<file path="src/rtl/core/anp_pkg.sv">
// Shared types and constants of the ASCII number parser.
`default_nettype none

package anp_pkg;

	// Default accumulator width and queue depths
	localparam int VALUE_WIDTH = 32;
	localparam int QUEUE_DEPTH = 2;
	localparam int RESULT_DEPTH = 2;

	// Character codes
	localparam logic [7:0] CH_SPACE = 8'h20;
	localparam logic [7:0] CH_CR    = 8'h0d;
	localparam logic [7:0] CH_MINUS = 8'h2d;
	localparam logic [7:0] CH_ZERO  = 8'h30;
	localparam logic [7:0] CH_NINE  = 8'h39;
	localparam logic [7:0] CH_X     = 8'h78;
	localparam logic [7:0] CH_LC_A  = 8'h61;
	localparam logic [7:0] CH_LC_F  = 8'h66;
	localparam logic [7:0] CH_UC_A  = 8'h41;
	localparam logic [7:0] CH_UC_F  = 8'h46;
	localparam logic [7:0] LC_BIAS  = 8'd87;
	localparam logic [7:0] UC_BIAS  = 8'd55;

	// Operation codes passed from front to back
	localparam logic [1:0] OP_NONE  = 2'd0;
	localparam logic [1:0] OP_CLEAR = 2'd1;
	localparam logic [1:0] OP_DIGIT = 2'd2;
	localparam logic [1:0] OP_BAD   = 2'd3;

	// Character position codes
	localparam logic [1:0] POS_FIRST  = 2'd0;
	localparam logic [1:0] POS_SECOND = 2'd1;
	localparam logic [1:0] POS_LATER  = 2'd2;

	typedef struct packed {
		logic [7:0] ch;
		logic       last;
	} anp_in_t;

	typedef struct packed {
		logic signed [31:0] value;
		logic               bad_char;
	} anp_out_t;

	typedef struct packed {
		logic [1:0] kind;
		logic [3:0] digit;
		logic       hex;
		logic       neg;
		logic       last;
	} anp_op_t;

endpackage

`default_nettype wire

</file>
<file path="src/rtl/core/anp_fifo.sv">
// Small register queue with count-based full and empty flags.
`default_nettype none

module anp_fifo #(
	parameter int WIDTH = 8,
	parameter int DEPTH = 2
) (
	input  wire logic             clk,
	input  wire logic             arst_n,
	input  wire logic             wr_en,
	input  wire logic [WIDTH-1:0] wr_data,
	output logic                  full,
	input  wire logic             rd_en,
	output logic      [WIDTH-1:0] rd_data,
	output logic                  empty
);

	localparam int PW = (DEPTH > 1) ? $clog2(DEPTH) : 1;
	localparam int CW = $clog2(DEPTH + 1);

	logic [WIDTH-1:0] mem_q [DEPTH];
	logic [PW-1:0]    wr_ptr_q;
	logic [PW-1:0]    rd_ptr_q;
	logic [CW-1:0]    cnt_q;
	logic             do_wr;
	logic             do_rd;

	assign full    = (cnt_q == CW'(DEPTH));
	assign empty   = (cnt_q == '0);
	assign do_wr   = wr_en && !full;
	assign do_rd   = rd_en && !empty;
	assign rd_data = mem_q[rd_ptr_q];

	// Store the incoming word
	always_ff @(posedge clk) begin
		if (do_wr) begin
			mem_q[wr_ptr_q] <= wr_data;
		end
	end

	// Advance pointers and count
	always_ff @(posedge clk or negedge arst_n) begin
		if (!arst_n) begin
			wr_ptr_q <= '0;
			rd_ptr_q <= '0;
			cnt_q    <= '0;
		end else begin
			if (do_wr) begin
				wr_ptr_q <= (wr_ptr_q == PW'(DEPTH - 1)) ? '0 : wr_ptr_q + 1'b1;
			end
			if (do_rd) begin
				rd_ptr_q <= (rd_ptr_q == PW'(DEPTH - 1)) ? '0 : rd_ptr_q + 1'b1;
			end
			if (do_wr && !do_rd) begin
				cnt_q <= cnt_q + 1'b1;
			end else if (do_rd && !do_wr) begin
				cnt_q <= cnt_q - 1'b1;
			end
		end
	end

endmodule

`default_nettype wire

</file>
<file path="src/rtl/core/anp_front.sv">
// Front end: tracks string position and prefix, classifies each character.
`default_nettype none

module anp_front (
	input  wire logic             clk,
	input  wire logic             arst_n,
	input  wire anp_pkg::anp_in_t item,
	input  wire logic             accept,
	output anp_pkg::anp_op_t      op
);

	logic [1:0] pos_q;
	logic       fwz_q;
	logic       hex_q;
	logic       neg_q;
	logic       stop_q;

	logic       is_term;
	logic       is_dec;
	logic       is_lc;
	logic       is_uc;
	logic [7:0] dval;
	logic       take_sign;
	logic       take_prefix;
	logic       neg_nxt;

	// Decode the character
	always_comb begin
		is_term = (item.ch == anp_pkg::CH_SPACE) || (item.ch == anp_pkg::CH_CR);
		is_dec  = item.ch inside {[anp_pkg::CH_ZERO:anp_pkg::CH_NINE]};
		is_lc   = item.ch inside {[anp_pkg::CH_LC_A:anp_pkg::CH_LC_F]};
		is_uc   = item.ch inside {[anp_pkg::CH_UC_A:anp_pkg::CH_UC_F]};
		if (is_dec) begin
			dval = item.ch - anp_pkg::CH_ZERO;
		end else if (is_lc) begin
			dval = item.ch - anp_pkg::LC_BIAS;
		end else begin
			dval = item.ch - anp_pkg::UC_BIAS;
		end
	end

	// Pick the operation for the back end
	always_comb begin
		take_sign   = !stop_q && (pos_q == anp_pkg::POS_FIRST)
			&& (item.ch == anp_pkg::CH_MINUS);
		take_prefix = !stop_q && (pos_q == anp_pkg::POS_SECOND) && fwz_q
			&& (item.ch == anp_pkg::CH_X);
		neg_nxt     = neg_q || take_sign;

		op.digit = dval[3:0];
		op.hex   = hex_q;
		op.neg   = neg_nxt;
		op.last  = item.last;
		if (stop_q || take_sign || (!take_prefix && is_term)) begin
			op.kind = anp_pkg::OP_NONE;
		end else if (take_prefix) begin
			op.kind = anp_pkg::OP_CLEAR;
		end else if (is_dec || is_lc || is_uc) begin
			op.kind = anp_pkg::OP_DIGIT;
		end else begin
			op.kind = anp_pkg::OP_BAD;
		end
	end

	// Advance position and prefix state, drop it at the end of a string
	always_ff @(posedge clk or negedge arst_n) begin
		if (!arst_n) begin
			pos_q  <= anp_pkg::POS_FIRST;
			fwz_q  <= 1'b0;
			hex_q  <= 1'b0;
			neg_q  <= 1'b0;
			stop_q <= 1'b0;
		end else if (accept) begin
			if (item.last) begin
				pos_q  <= anp_pkg::POS_FIRST;
				fwz_q  <= 1'b0;
				hex_q  <= 1'b0;
				neg_q  <= 1'b0;
				stop_q <= 1'b0;
			end else begin
				if (pos_q != anp_pkg::POS_LATER) begin
					pos_q <= pos_q + 1'b1;
				end
				if (!stop_q && (pos_q == anp_pkg::POS_FIRST) && !take_sign) begin
					fwz_q <= (item.ch == anp_pkg::CH_ZERO);
				end
				if (take_prefix) begin
					hex_q <= 1'b1;
				end
				neg_q <= neg_nxt;
				if (!stop_q && !take_sign && !take_prefix && is_term) begin
					stop_q <= 1'b1;
				end
			end
		end
	end

endmodule

`default_nettype wire

</file>
<file path="src/rtl/core/anp_back.sv">
// Back end: multiply-accumulate per operation and result queue.
`default_nettype none

module anp_back #(
	parameter int VALUE_WIDTH  = anp_pkg::VALUE_WIDTH,
	parameter int RESULT_DEPTH = anp_pkg::RESULT_DEPTH
) (
	input  wire logic             clk,
	input  wire logic             arst_n,
	input  wire logic             op_valid,
	input  wire anp_pkg::anp_op_t op,
	output logic                  op_pop,
	output logic                  empty,
	input  wire logic             pop,
	output anp_pkg::anp_out_t     result
);

	logic [VALUE_WIDTH-1:0]    acc_q;
	logic                      err_q;
	logic [VALUE_WIDTH-1:0]    mul;
	logic [VALUE_WIDTH-1:0]    acc_nxt;
	logic [VALUE_WIDTH-1:0]    fin;
	logic [VALUE_WIDTH+31:0]   fin_ext;
	logic                      err_nxt;
	logic                      res_full;
	anp_pkg::anp_out_t         res_in;
	logic [$bits(anp_pkg::anp_out_t)-1:0] res_out;

	// Scale by the base with shifts and add the digit
	always_comb begin
		mul = op.hex ? (acc_q << 4) : ((acc_q << 3) + (acc_q << 1));
		acc_nxt = acc_q;
		err_nxt = err_q;
		case (op.kind)
			anp_pkg::OP_NONE:  acc_nxt = acc_q;
			anp_pkg::OP_CLEAR: acc_nxt = '0;
			anp_pkg::OP_DIGIT: acc_nxt = mul + VALUE_WIDTH'(op.digit);
			anp_pkg::OP_BAD: begin
				acc_nxt = mul;
				err_nxt = 1'b1;
			end
			default: acc_nxt = acc_q;
		endcase
		fin     = op.neg ? ('0 - acc_nxt) : acc_nxt;
		fin_ext = {32'b0, fin};
		res_in.value    = fin_ext[31:0];
		res_in.bad_char = err_nxt;
	end

	// Take an operation unless its result has nowhere to go
	assign op_pop = op_valid && (!op.last || !res_full);

	// Hold the accumulator, clear it after the last character
	always_ff @(posedge clk or negedge arst_n) begin
		if (!arst_n) begin
			acc_q <= '0;
			err_q <= 1'b0;
		end else if (op_pop) begin
			if (op.last) begin
				acc_q <= '0;
				err_q <= 1'b0;
			end else begin
				acc_q <= acc_nxt;
				err_q <= err_nxt;
			end
		end
	end

	anp_fifo #(
		.WIDTH($bits(anp_pkg::anp_out_t)),
		.DEPTH(RESULT_DEPTH)
	) u_res_fifo (
		.clk    (clk),
		.arst_n (arst_n),
		.wr_en  (op_pop && op.last),
		.wr_data(res_in),
		.full   (res_full),
		.rd_en  (pop),
		.rd_data(res_out),
		.empty  (empty)
	);

	assign result = anp_pkg::anp_out_t'(res_out);

endmodule

`default_nettype wire

</file>
<file path="src/rtl/core/ascii_number_parser_unit.sv">
// Top level of the ASCII number parser: front, operation queue, back.
//
//  channel  | handshake          | payload
//  ---------+--------------------+-----------------------------
//  input    | push / full        | item.ch, item.last
//  result   | empty / pop        | result.value, result.bad_char
//
// One character is taken each cycle while full is low; the front classifies it in
// the cycle it is pushed, the back applies one multiply-accumulate per cycle while
// an operation waits and a last one has room for its result in the result queue.
// full rises only when the operation queue fills because results are not popped.
// arst_n clears all control state and both queues at once.
`default_nettype none

module ascii_number_parser_unit #(
	parameter int VALUE_WIDTH  = anp_pkg::VALUE_WIDTH,
	parameter int QUEUE_DEPTH  = anp_pkg::QUEUE_DEPTH,
	parameter int RESULT_DEPTH = anp_pkg::RESULT_DEPTH
) (
	input  wire logic             clk,
	input  wire logic             arst_n,
	input  wire logic             push,
	output logic                  full,
	input  wire anp_pkg::anp_in_t item,
	output logic                  empty,
	input  wire logic             pop,
	output anp_pkg::anp_out_t     result
);

	anp_pkg::anp_op_t                   fe_op;
	logic [$bits(anp_pkg::anp_op_t)-1:0] q_data;
	logic                               q_empty;
	logic                               be_pop;

	anp_front u_front (
		.clk   (clk),
		.arst_n(arst_n),
		.item  (item),
		.accept(push && !full),
		.op    (fe_op)
	);

	anp_fifo #(
		.WIDTH($bits(anp_pkg::anp_op_t)),
		.DEPTH(QUEUE_DEPTH)
	) u_op_fifo (
		.clk    (clk),
		.arst_n (arst_n),
		.wr_en  (push),
		.wr_data(fe_op),
		.full   (full),
		.rd_en  (be_pop),
		.rd_data(q_data),
		.empty  (q_empty)
	);

	anp_back #(
		.VALUE_WIDTH (VALUE_WIDTH),
		.RESULT_DEPTH(RESULT_DEPTH)
	) u_back (
		.clk     (clk),
		.arst_n  (arst_n),
		.op_valid(!q_empty),
		.op      (anp_pkg::anp_op_t'(q_data)),
		.op_pop  (be_pop),
		.empty   (empty),
		.pop     (pop),
		.result  (result)
	);

endmodule

`default_nettype wire

</file>
<file path="config.mk">
export PLATFORM = sky130hd
export DESIGN_NAME = ascii_number_parser_unit
export DESIGN_NICKNAME = d
export VERILOG_FILES = /design/src/rtl/core/anp_pkg.sv /design/src/rtl/core/anp_fifo.sv /design/src/rtl/core/anp_front.sv /design/src/rtl/core/anp_back.sv /design/src/rtl/core/ascii_number_parser_unit.sv
export SDC_FILE = /design/constraint.sdc
export NUM_CORES = 1
export LEC_CHECK = 0
export BUFFER_PORTS_ARGS = -buffer_cell sky130_fd_sc_hd__buf_2
export CORE_MARGIN = 2
export CORE_UTILIZATION = 40
export CTS_BUF_LIST = sky130_fd_sc_hd__clkbuf_2
export DETAILED_ROUTE_END_ITERATION = 7
export GPL_TIMING_DRIVEN = 1
export SKIP_CTS_REPAIR_TIMING = 1
export SLEW_MARGIN = 20
export SYNTH_ARGS = -nofsm -noshare
export SYNTH_HDL_FRONTEND = slang
export SYNTH_HIERARCHICAL = 1
export SYNTH_SLANG_ARGS = --single-unit
</file>
<file path="constraint.sdc">
create_clock -name clk -period 12.56 [get_ports clk]
set_clock_uncertainty 0.1 [all_clocks]
set_input_delay 2.512 -clock clk [delete_from_list [all_inputs] [get_ports clk]]
set_output_delay 2.512 -clock clk [all_outputs]
set_load 0.005 [all_outputs]
</file>
# Yosys cells after proc, flatten, opt, wreduce, memory -nomap -nowiden
# Memories as Yosys holds them, arrays and structs flattened.
# Index checks and enable logic that the tools add are counted.
[word_totals]
ff_bits = 47
latch_bits = 0
ramBits = 84
mem_bits_ro = 0
input_bits = 13
out_inout_bits = 35
n_memories = 2
[mem_list]
columns = ["name", "words", "width", "rd", "rd_ports_with_merged_regs", "wr", "line", "text"]
rows = [
  ["u_back.u_res_fifo.mem_q", 2, 33, 1, 0, 1, "anp_fifo.sv:21", "logic [WIDTH-1:0] mem_q [DEPTH];"],
  ["u_op_fifo.mem_q", 2, 9, 1, 0, 1, "anp_fifo.sv:21", ""],
]
[op_classes]
add_sub_neg = 15
mul = 0
div = 0
order_cmp = 6
n_eq_ne = 12
shift = 0
muxes = 32
bitwise_logic = 0
reduce_logical = 56
[op_table]
columns = ["cell", "n"]
rows = [
  ["one-hot mux 32 bit (4 select lines)", 1],
  ["two-way mux 32 bit", 3],
  ["adder 32 bit", 1],
  ["adder 32 x 4 -> 32 bit", 1],
  ["subtractor 1 x 32 -> 32 bit, first input constant", 1],
  ["== test 8 x 6 -> 1 bit, second input constant", 3],
  ["logical AND 1 bit", 23],
  ["two-way mux 1 bit", 18],
  ["greater-or-equal comparator 8 x 7 -> 1 bit, second input constant", 2],
  ["<= comparator 8 x 7 -> 1 bit, second input constant", 2],
  ["two-way mux 2 bit", 8],
  ["logical NOT 1 bit", 12],
  ["nonzero test 2 bit", 6],
  ["== test 2 bit, second input constant", 4],
  ["== test 8 x 4 -> 1 bit, second input constant", 1],
  ["== test 8 x 7 -> 1 bit, second input constant", 1],
  ["greater-or-equal comparator 8 x 6 -> 1 bit, second input constant", 1],
  ["<= comparator 8 x 6 -> 1 bit, second input constant", 1],
  ["logical NOT 2 bit", 4],
  ["two-way mux 4 bit", 2],
  ["AND reduction 2 bit", 4],
  ["subtractor 4 x 3 -> 4 bit, second input constant", 2],
  ["logical OR 1 bit", 7],
  ["adder 2 x 1 -> 2 bit, second input constant", 3],
  ["other kinds (5)", 10],
]

# Logic depth before layout (Yosys ltp)
# Gate-level depths: netlist of run 1.
[logic_depth]
word_depth = 10
mapped_depth = 20

# Hierarchy
# The synthesis of run 1 kept the hierarchy.
[by_module_without_submodules]
columns = ["module", "n_inst", "cells_per_inst", "area_each_um2"]
rows = [
  ["anp_back", 1, 744, 5592.9],
  ["anp_fifo (u_back.u_res_fifo)", 1, 122, 2730.1],
  ["anp_fifo (u_op_fifo)", 1, 47, 845.8],
  ["anp_front", 1, 79, 688.2],
  ["ascii_number_parser_unit", 1, 2, 17.5],
]

# Worst setup path after synthesis of run 1
# Ideal clock, no wire load.
[synth_timing]
path_type = "register to register"
start = "register u_op_fifo.rd_ptr_q"
end = "memory u_back/u_res_fifo/mem_q[0][32] (netlist bit) (data pin)"
t_arrival_ps = 4815
setup_slack_ps = 7370
stages_incl_launch_ff = 21
n_path_buf = 5
synth_period_minus_slack_ps = 5190
cell_sequence = "dfrtp_1 buf_2 mux2_1 buf_4 buf_4 clkbuf_1 buf_6 nor2b_1 ha_1 a21o_1 a21oi_1 or4_1 or2_1 nor4b_4 nand2_1 nand4bb_1 or3_2 nand3_1 nand3_2 o41ai_2 xor2_1"
[synth_via]
elab_chain_len = 6
word_cells_on_any_way = 10
[synth_rtl]
columns = ["element", "line", "text"]
rows = [
  ["start: declaration", "anp_fifo.sv:23", "logic [PW-1:0] rd_ptr_q;"],
  ["start signal: assignment", "anp_fifo.sv:52", "rd_ptr_q <= (rd_ptr_q == PW'(DEPTH - 1)) ? '0 : rd_ptr_q + 1'b1;"],
  ["memory read (2 x 9 bit) (*)", "-", ""],
  ["via q_data (one bit)", "ascii_number_parser_unit.sv:31", "logic [$bits(anp_pkg::anp_op_t)-1:0] q_data;"],
  ["two-way mux 32 bit (*)", "anp_back.sv:31", "mul = op.hex ? (acc_q << 4) : ((acc_q << 3) + (acc_q << 1));"],
  ["adder 32 x 4 -> 32 bit", "anp_back.sv:37", "anp_pkg::OP_DIGIT: acc_nxt = mul + VALUE_WIDTH'(op.digit);"],
  ["one-hot mux 32 bit (4 select lines) (*)", "anp_back.sv:34", "case (op.kind)"],
  ["subtractor 1 x 32 -> 32 bit", "anp_back.sv:44", "fin = op.neg ? ('0 - acc_nxt) : acc_nxt;"],
  ["two-way mux 32 bit (*)", "anp_back.sv:44", ""],
  ["via u_back.fin[31]", "anp_back.sv:22", "logic [VALUE_WIDTH-1:0] fin;"],
  ["end: declaration", "anp_fifo.sv:21", ""],
]
# Mark *: on every way through the listed nets, which the timed path passes. The rest lies on a longest branch.

# Worst setup path after layout of run 1
[layout_timing]
start = "register u_op_fifo.rd_ptr_q"
end = "memory u_back/u_res_fifo/mem_q[1][26] (netlist bit) (data pin)"
# Same word-level chain as after synthesis.

==> impl_metrics.toml, run 1 <==
[run_status]
status = "complete, no violations"

[clocking]
clockRootBuffer = "clkbuf_2"
cts_tree = "built"
cts-buffers-inserted = 17
clk_pin_slew_ns = 0.23
cts.sinks = 131
insertion_delay_ns = 0.71
h-tree-depth = 4
cts_buffer_depth = 2

[power]
leakage_nw = 4.153
swShare = 0.4672
power_frac_seq = 0.299
peakVddDrop_uv = 177.5
p_int_mw = 1.542
power_frac_comb = 0.600
power_density_nw_per_um2 = 274.6
switchingPower_mw = 1.352
p_total_mw = 2.894
p_clk_frac = 0.101

[critical_path]
cp_common_cell = "o31ai_1"
cp_max_fo = 60
path_delay_family = "simple AND/OR/NAND/NOR gates"
cp_slowest_cell = "inv_1"
cp-start-kind = "flop"
cp_cell_sequence = "mux2_2, buf_4, inv_1, mux2i_1, or4_1, or2_1, nor4b_4, nand2_1, o31ai_1, a21oi_1, nor4b_2, nand4_1, o31ai_1, xor2_1"
critPathArrivalTime_ns = 6.04
end_kind = "flop"
cp.required_ns = 12.91
slowest_delay_ns = 0.66
r2r_slack_ns = 6.87
worst-path-buf-inv = 2
critPathKind = "flop to flop"

[route]
drt_iter0_drc = 507
top_layer = "met4"
wl_met1_microns = 10300
first_pass_iters = 7
wl_met2_microns = 12430
via_per_inst = 5.803
via_count = 7845
drc = 0
ant_nets = 0
drt-total-wl_microns = 24260
dr_wl_met3_microns = 993
wire_per_inst_microns = 17.95

[die]
num_rows = 57
ios = 48
dieArea_sq_um = 25960
start_util = 0.4072
core_area_sq_um = 24250
die_x_microns = 161.1
chipHeight_microns = 161.1

[timing]
fmax_ghz = 0.1758
rsz0062_at_grt = "false"
whs_ns = 0.4118
finalSetupViolCount = 0
relSlewSlack = 0.3322
fin_crit_sh = 0.4530
worst_pin_slew_ns = 1.002
fin_crit_ns = 5.690
finalHoldViolCount = 0
fin_tns_setup_ns = 0
slew_viol_final = 0

[global_routing]
antenna_found_initial = 0
grt_pass1_vias = 7638
grt_max_degree = 61
grt_pass1_wl_microns = 39260
overflow = 0
grt_use_total = 0.1869

[synthesis]
yosysWarnings = 6
synth_flop_cell = "edfxtp_1"
yosys-top-cells-area = "edfxtp_1 (26%), dfrtp_1 (12%), ha_1 (5.2%), mux2_4 (4.6%), nand2_1 (4.2%)"
ys_seq_area_frac = 0.3746
syn-cell-area_sq_um = 9874
syn-num-nets = 1050
async_flop_share = 0.3588
synth_top_cell_by_area = "edfxtp_1"
syn_avg_cell_area_sq_um = 9.934
ys_types = 103
synth_edf_count = 84
syn_inst = 994
synth_top_area_frac = 0.2554
ys_seq_elements = 131

[layout]
multiInputGateArea_sq_um = 5732
layout_common_cells = "nand2_1 (110), edfxtp_1 (84), o21ai_0 (57), nor2_1 (50), buf_2 (47)"
layout-drive-gt1-share = 0.1741
syn_to_final_growth_pct = 6.741
regArea_sq_um = 3700
nets = 1071
layout_commonest_cell = "nand2_1"
num_antenna_cells = 0
fill_cells = 2386

[run]
maxCapViolations = 0

[placed_design]
place.gp.congestion = 0.8739
io_buffers = 47
dpl.hpwl_microns = 17750

[min_path]
min_path_type = "flop to flop"
[cell type report]
class / count / share of cell area
Inverter: 37 / 0.01318
Clock inverter: 15 / 0.01816
Timing Repair Buffer: 54 / 0.02730
Multi-Input combinational cell: 774 / 0.5438
Clock buffer: 17 / 0.008072
Tap cell: 324 / 0.03846
Sequential cell: 131 / 0.3510
[cell usage after synthesis, drive strengths merged (16+ instances only)]
cell,number
nand2,111
ha,41
xor2,29
nor2,53
buf,28
a22o,16
dfrtp,47
nand3,26
edfxtp,84
clkbuf,24
nor3,18
a21oi,49
xnor2,33
inv,37
mux2,51
o21ai,63
[sequential cells by signal, indices dropped and copies added (netlist names), 2 cells and up]
signal and flops:
u_back/u_res_fifo/mem_q 66, u_back/acc_q 32, u_op_fifo/mem_q 18, u_back/u_res_fifo/cnt_q 2
u_front/pos_q 2, u_op_fifo/cnt_q 2
[metal layers]
metal,vias to the layer above,track usage
met2,220,0.3404
met4,0,0.05682
met1,3792,0.2260
met5,-,0
met3,36,0.03107
li1,3797,-
[kinds of logic after synthesis]
group,after synthesis,share of synthesized area
fa+ha+maj,43,0.05601
compound gates,276,0.2022
flops,131,0.3746
buf+inv,89,0.04574
xor+xnor,62,0.05499
simple gates,333,0.1878
mux,60,0.07869
[final timing paths]
path	from	endpoint	cells past startpoint
min in group asynchronous	arst_n	u_back/u_res_fifo/cnt_q[1]$_DFFE_PN0P_	2
max in group asynchronous	arst_n	u_back/acc_q[2]$_DFFE_PN0P_	2
max	u_op_fifo/rd_ptr_q$_DFFE_PN0P_	u_back/u_res_fifo/mem_q[1][26]$_DFFE_PP_	14
max reg2reg	u_op_fifo/rd_ptr_q$_DFFE_PN0P_	u_back/u_res_fifo/mem_q[1][26]$_DFFE_PP_	14
min	u_op_fifo/wr_ptr_q$_DFFE_PN0P_	u_op_fifo/wr_ptr_q$_DFFE_PN0P_	1
min reg2reg	u_op_fifo/wr_ptr_q$_DFFE_PN0P_	u_op_fifo/wr_ptr_q$_DFFE_PN0P_	1
[through the flow]
stage / worst slack (ns) / std cells / cell area [sq um] / util
2_1_floorplan: 7.370 / 994 / 9874 / -
3_3_place_gp: 7.069 / 1320 / 10260 / 0.4232
3_5_place_dp: 6.944 / 1320 / 10260 / 0.4232
4_1_cts: 6.872 / 1352 / 10540 / 0.4346
5_1_grt: 6.264 / 1352 / 10540 / 0.4347
6_report: 6.870 / 1352 / 10540 / 0.4347
[power by group through the flow]
stage / Clock, mW / Combinational (mW) / Sequential, mW
global route: 0.320 / 1.92 / 0.883
detailed placement: 0 / 1.73 / 0.876
global placement: 0 / 1.71 / 0.869
CTS: 0.302 / 1.74 / 0.866
finish: 0.293 / 1.74 / 0.865
floorplan: 0 / 1.35 / 0.818
Note: power is estimated with default switching activity, not from simulation.
==> inputs of run 2 (changes only) <==
==> constraint.sdc (replaced) <==
create_clock -name clk -period 5.9 [get_ports clk]
set_clock_uncertainty 0.1 [all_clocks]
set_input_delay 1.18 -clock clk [delete_from_list [all_inputs] [get_ports clk]]
set_output_delay 1.18 -clock clk [all_outputs]
set_load 0.005 [all_outputs]
==> impl_metrics.toml, run 2 (synthesis results as in run 1) <==
[run_status]
status = "complete, no violations"

[timing]
rsz0062_at_grt = "false"
finalSetupViolCount = 0
fin_tns_setup_ns = 0
worst_pin_slew_ns = 0.9522
relSlewSlack = 0.3652
fmax_ghz = 0.1884
fin_crit_sh = 0.8997
finalHoldViolCount = 0
slew_viol_final = 0
fin_crit_ns = 5.308

[critical_path]
cp-start-kind = "flop"
critPathKind = "flop to flop"
cp_max_fo = 12
critPathArrivalTime_ns = 5.73
cp.required_ns = 6.32
end_kind = "flop"

[global_routing]
grt_pass1_wl_microns = 39030
grt_max_degree = 56
overflow = 0
antenna_found_initial = 0
grt_pass1_vias = 7516
grt_use_total = 0.1856

[layout]
final_cells = 1357
syn_to_final_growth_pct = 6.830
largest_reg_flops = 66
layout_commonest_cell = "nand2_1"
layout_common_cells = "nand2_1 (110), edfxtp_1 (84), o21ai_0 (57), nor2_1 (51), buf_2 (47)"
top_register = "u_back/u_res_fifo/mem_q"
final_util = 0.4350
num_antenna_cells = 0
layout-drive-gt1-share = 0.1781
reg_top3 = "u_back/u_res_fifo/mem_q x66, u_back/acc_q x32, u_op_fifo/mem_q x18"
nets = 1076
fill_cells = 2364

[placed_design]
dpl.hpwl_microns = 17720
io_buffers = 47
dp_cells = 1325
place.gp.congestion = 0.9240

[power]
peakVddDrop_uv = 319.1
power_density_nw_per_um2 = 580.6
leakage_nw = 4.168

[route]
via_count = 7799
drt-total-wl_microns = 24020
first_pass_iters = 5
drc = 0
drt_iter0_drc = 617
ant_nets = 0
wire_per_inst_microns = 17.70
via_per_inst = 5.747

[clocking]
cts_tree = "built"
cts.sinks = 131
insertion_delay_ns = 0.70
clockRootBuffer = "clkbuf_2"
h-tree-depth = 4
clk_pin_slew_ns = 0.26
cts_buffer_depth = 2
cts-buffers-inserted = 17

[die]
ios = 48
die_x_microns = 161.1
dieArea_sq_um = 25960
chipHeight_microns = 161.1
start_util = 0.4072
core_area_sq_um = 24250
num_rows = 57

[min_path]
min_path_type = "flop to flop"

[run]
maxCapViolations = 0
## run 2: cell types whose count changed in the layout (fill, tap and decap cells not counted), sizes merged
cell | previous run | this run
inv | 45 | 47
bufinv | 3 | 1
buf | 54 | 59
## run 2: worst paths after layout
check	startpoint	end	slack [ns]	cells past startpoint
worst max-delay path	u_back/acc_q[0]$_DFFE_PN0P_	u_back/u_res_fifo/mem_q[1][31]$_DFFE_PP_	0.59	14
worst min-delay path	u_front/hex_q$_DFFE_PN0P_	u_op_fifo/mem_q[1][2]$_DFFE_PP_	0.41	0
worst max register to register	u_back/acc_q[0]$_DFFE_PN0P_	u_back/u_res_fifo/mem_q[1][31]$_DFFE_PP_	0.59	14
worst min register to register	u_front/hex_q$_DFFE_PN0P_	u_op_fifo/mem_q[1][2]$_DFFE_PP_	0.41	0
max in group asynchronous	arst_n	u_front/pos_q[1]$_DFFE_PN0P_	4.77	2
min in group asynchronous	arst_n	u_back/acc_q[25]$_DFFE_PN0P_	0.45	2
## run 2: worst max-delay path, cell delays in order, from the launching register on
cell and delay [ns]:
dfrtp_1 0.49, ha_1 0.28, fa_1 0.45, a211oi_2 0.41, o21a_1 0.25, nor2_1 0.11, o21a_1 0.21, o41ai_1 0.51
nand3b_1 0.38, nand3b_1 0.27, a221oi_1 0.43, nor4b_2 0.31, nand4_1 0.27, o41ai_2 0.45, xor2_1 0.23
## run 2: power by group
part | leakage, nW | internal (mW) | total, mW | switching (mW)
logic | 2.63 | 1.50 | 3.73 | 2.23
clock network | 0.151 | 0.176 | 0.573 | 0.397
registers | 1.39 | 1.56 | 1.82 | 0.265
## run 2: final cells by class
cell class / count / area [sq um] / share of cell area
repair buffers: 59 / 325.3 / 0.03084
clock buffers: 17 / 85.08 / 0.008065
flip-flops and latches: 131 / 3700 / 0.3507
clock inverters: 15 / 165.2 / 0.01566
well taps: 324 / 405.4 / 0.03843
inverters: 37 / 138.9 / 0.01317
multi-input cells: 774 / 5729 / 0.5431
## run 2: layer usage
layer	vias to the layer above	track usage	part of all wire
li1	3806	-	-
met1	3804	0.2330	0.44
met2	145	0.3328	0.51
met3	44	0.02876	0.029
met4	0	0.04911	0.022
met5	-	0	0
## run 2: per-stage QoR
stage / cell area [sq um] / setup slack [ns] / total power, mW / hold WS, ns
after global placement: 10300 / 0.8147 / 5.538 / 0.3793
after floorplan: 9874 / 0.7104 / 4.620 / 0.3502
final: 10550 / 0.5916 / 6.125 / 0.4118
after detailed placement: 10300 / 0.6650 / 5.579 / 0.3866
after global routing: 10550 / 0.1769 / 6.612 / 0.4154
after CTS: 10550 / 0.6162 / 6.164 / 0.4072
==> inputs of run 3 (changes only) <==
--- a/config.mk
+++ b/config.mk
@@ -5,12 +5,13 @@
 export SDC_FILE = /design/constraint.sdc
 export NUM_CORES = 1
 export LEC_CHECK = 0
-export BUFFER_PORTS_ARGS = -buffer_cell sky130_fd_sc_hd__buf_2
 export CORE_MARGIN = 2
 export CORE_UTILIZATION = 40
 export CTS_BUF_LIST = sky130_fd_sc_hd__clkbuf_2
 export DETAILED_ROUTE_END_ITERATION = 7
+export DONT_BUFFER_PORTS = 1
 export GPL_TIMING_DRIVEN = 1
+export SETUP_SLACK_MARGIN = 0.1
 export SKIP_CTS_REPAIR_TIMING = 1
 export SLEW_MARGIN = 20
 export SYNTH_ARGS = -nofsm -noshare
==> impl_metrics.toml, run 3 (synthesis results as in run 1) <==
[layout]
largest_reg_flops = 66
top_register = "u_back/u_res_fifo/mem_q"
nets = 1030
stdcell_area_sq_um = 10320
layout_common_cells = "nand2_1 (110), edfxtp_1 (84), o21ai_0 (57), nor2_1 (51)"
layout_commonest_cell = "nand2_1"
layout-drive-gt1-share = 0.1368
reg_top3 = "u_back/u_res_fifo/mem_q x66, u_back/acc_q x32, u_op_fifo/mem_q x18"
syn_to_final_growth_pct = 4.486
num_antenna_cells = 0

[power]
leakage_nw = 3.971
power_density_nw_per_um2 = 579.6
peakVddDrop_uv = 344.9

[timing]
whs_ns = 0.07932
fmax_ghz = 0.1885
fin_crit_ns = 5.306
rsz0062_at_grt = "false"
fin_tns_setup_ns = 0
worst_pin_slew_ns = 0.9251
slew_viol_final = 0
fin_ws_ns = 0.5942
relSlewSlack = 0.3833
finalSetupViolCount = 0
finalHoldViolCount = 0
fin_crit_sh = 0.8993

[clocking]
insertion_delay_ns = 0.67
cts-buffers-inserted = 17
cts_tree = "built"
cts_buffer_depth = 2
clk_pin_slew_ns = 0.23
clockRootBuffer = "clkbuf_2"
cts.sinks = 131
h-tree-depth = 4

[placed_design]
place_worst_setup_slack_ns = 0.7095
place.gp.congestion = 0.9252
place_area_sq_um = 10060
dpl.hpwl_microns = 17700
io_buffers = 0

[critical_path]
cp.required_ns = 6.29
r2r_slack_ns = 0.59
cp-start-kind = "flop"
cp_max_fo = 12
critPathKind = "flop to flop"
critPathArrivalTime_ns = 5.70
end_kind = "flop"

[die]
core_area_sq_um = 24250
dieArea_sq_um = 25960
start_util = 0.4072
chipHeight_microns = 161.1
ios = 48
num_rows = 57
die_x_microns = 161.1

[global_routing]
grt_use_total = 0.1871
overflow = 0
grt_max_degree = 56
antenna_found_initial = 0
grt_pass1_wl_microns = 39320
grt_pass1_vias = 7463

[route]
via_per_inst = 5.854
drt-total-wl_microns = 24260
via_count = 7674
drt_iter0_drc = 674
ant_nets = 0
wire_per_inst_microns = 18.50
first_pass_iters = 5
drc = 0

[run]
maxCapViolations = 0

[min_path]
min_path_type = "input port to async pin"

[run_status]
status = "complete, no violations"
==> run 3: final cells by class <==
class / count / area (sq um)
fill: 2434 / 13930
multi-input combinational: 774 / 5729
sequential: 131 / 3700
tap: 324 / 405.4
clock inverter: 15 / 146.4
inverter: 37 / 138.9
timing repair buffer: 13 / 112.6
clock buffer: 17 / 85.08
==> run 3: critical path, cell delays in order (launching register included) <==
cell	delay [ns]
dfrtp_1	0.49
ha_1	0.28
fa_1	0.45
a211oi_2	0.39
o21a_1	0.25
nor2_1	0.11
o21a_1	0.21
o41ai_1	0.52
nand3b_1	0.39
nand3b_1	0.28
a221oi_1	0.44
nor4b_2	0.33
nand4_1	0.29
o31ai_1	0.37
xor2_1	0.23
==> run 3: per-stage QoR <==
| stage | instances | power, mW | utilization |
|---|---|---|---|
| detailed placement | 1277 | 5.439 | 0.4147 |
| CTS | 1309 | 5.991 | 0.4243 |
| floorplan | 994 | 4.620 | - |
| global route | 1311 | 6.453 | 0.4255 |
| global placement | 1277 | 5.385 | 0.4147 |
| finish | 1311 | 5.980 | 0.4255 |
==> run 3: worst paths after layout <==
check / from / endpoint / depth (start not counted)
max in group asynchronous: arst_n / u_back/acc_q[5]$_DFFE_PN0P_ / 1
min reg2reg: u_op_fifo/wr_ptr_q$_DFFE_PN0P_ / u_op_fifo/wr_ptr_q$_DFFE_PN0P_ / 1
min: arst_n / u_back/acc_q[22]$_DFFE_PN0P_ / 0
min in group clk: u_op_fifo/wr_ptr_q$_DFFE_PN0P_ / u_op_fifo/wr_ptr_q$_DFFE_PN0P_ / 1
max reg2reg: u_back/acc_q[0]$_DFFE_PN0P_ / u_back/u_res_fifo/mem_q[1][26]$_DFFE_PP_ / 14
max: u_back/acc_q[0]$_DFFE_PN0P_ / u_back/u_res_fifo/mem_q[1][26]$_DFFE_PP_ / 14
==> run 3: where the power goes <==
group / internal, mW / switching, mW / leakage (nW)
Sequential: 1.56 / 0.280 / 1.39
Clock: 0.165 / 0.376 / 0.133
Combinational: 1.40 / 2.20 / 2.45
==> run 3: layer usage <==
metal  share of wire  GRT usage  vias to the layer above  routed length [microns]
li1                -          -                     3722                        -
met3           0.027    0.02748                       47                      650
met2            0.51     0.3316                      149                    12260
met4           0.023    0.05114                        0                      555
met1            0.44     0.2386                     3756                    10790
met5               0          0                        -                        0
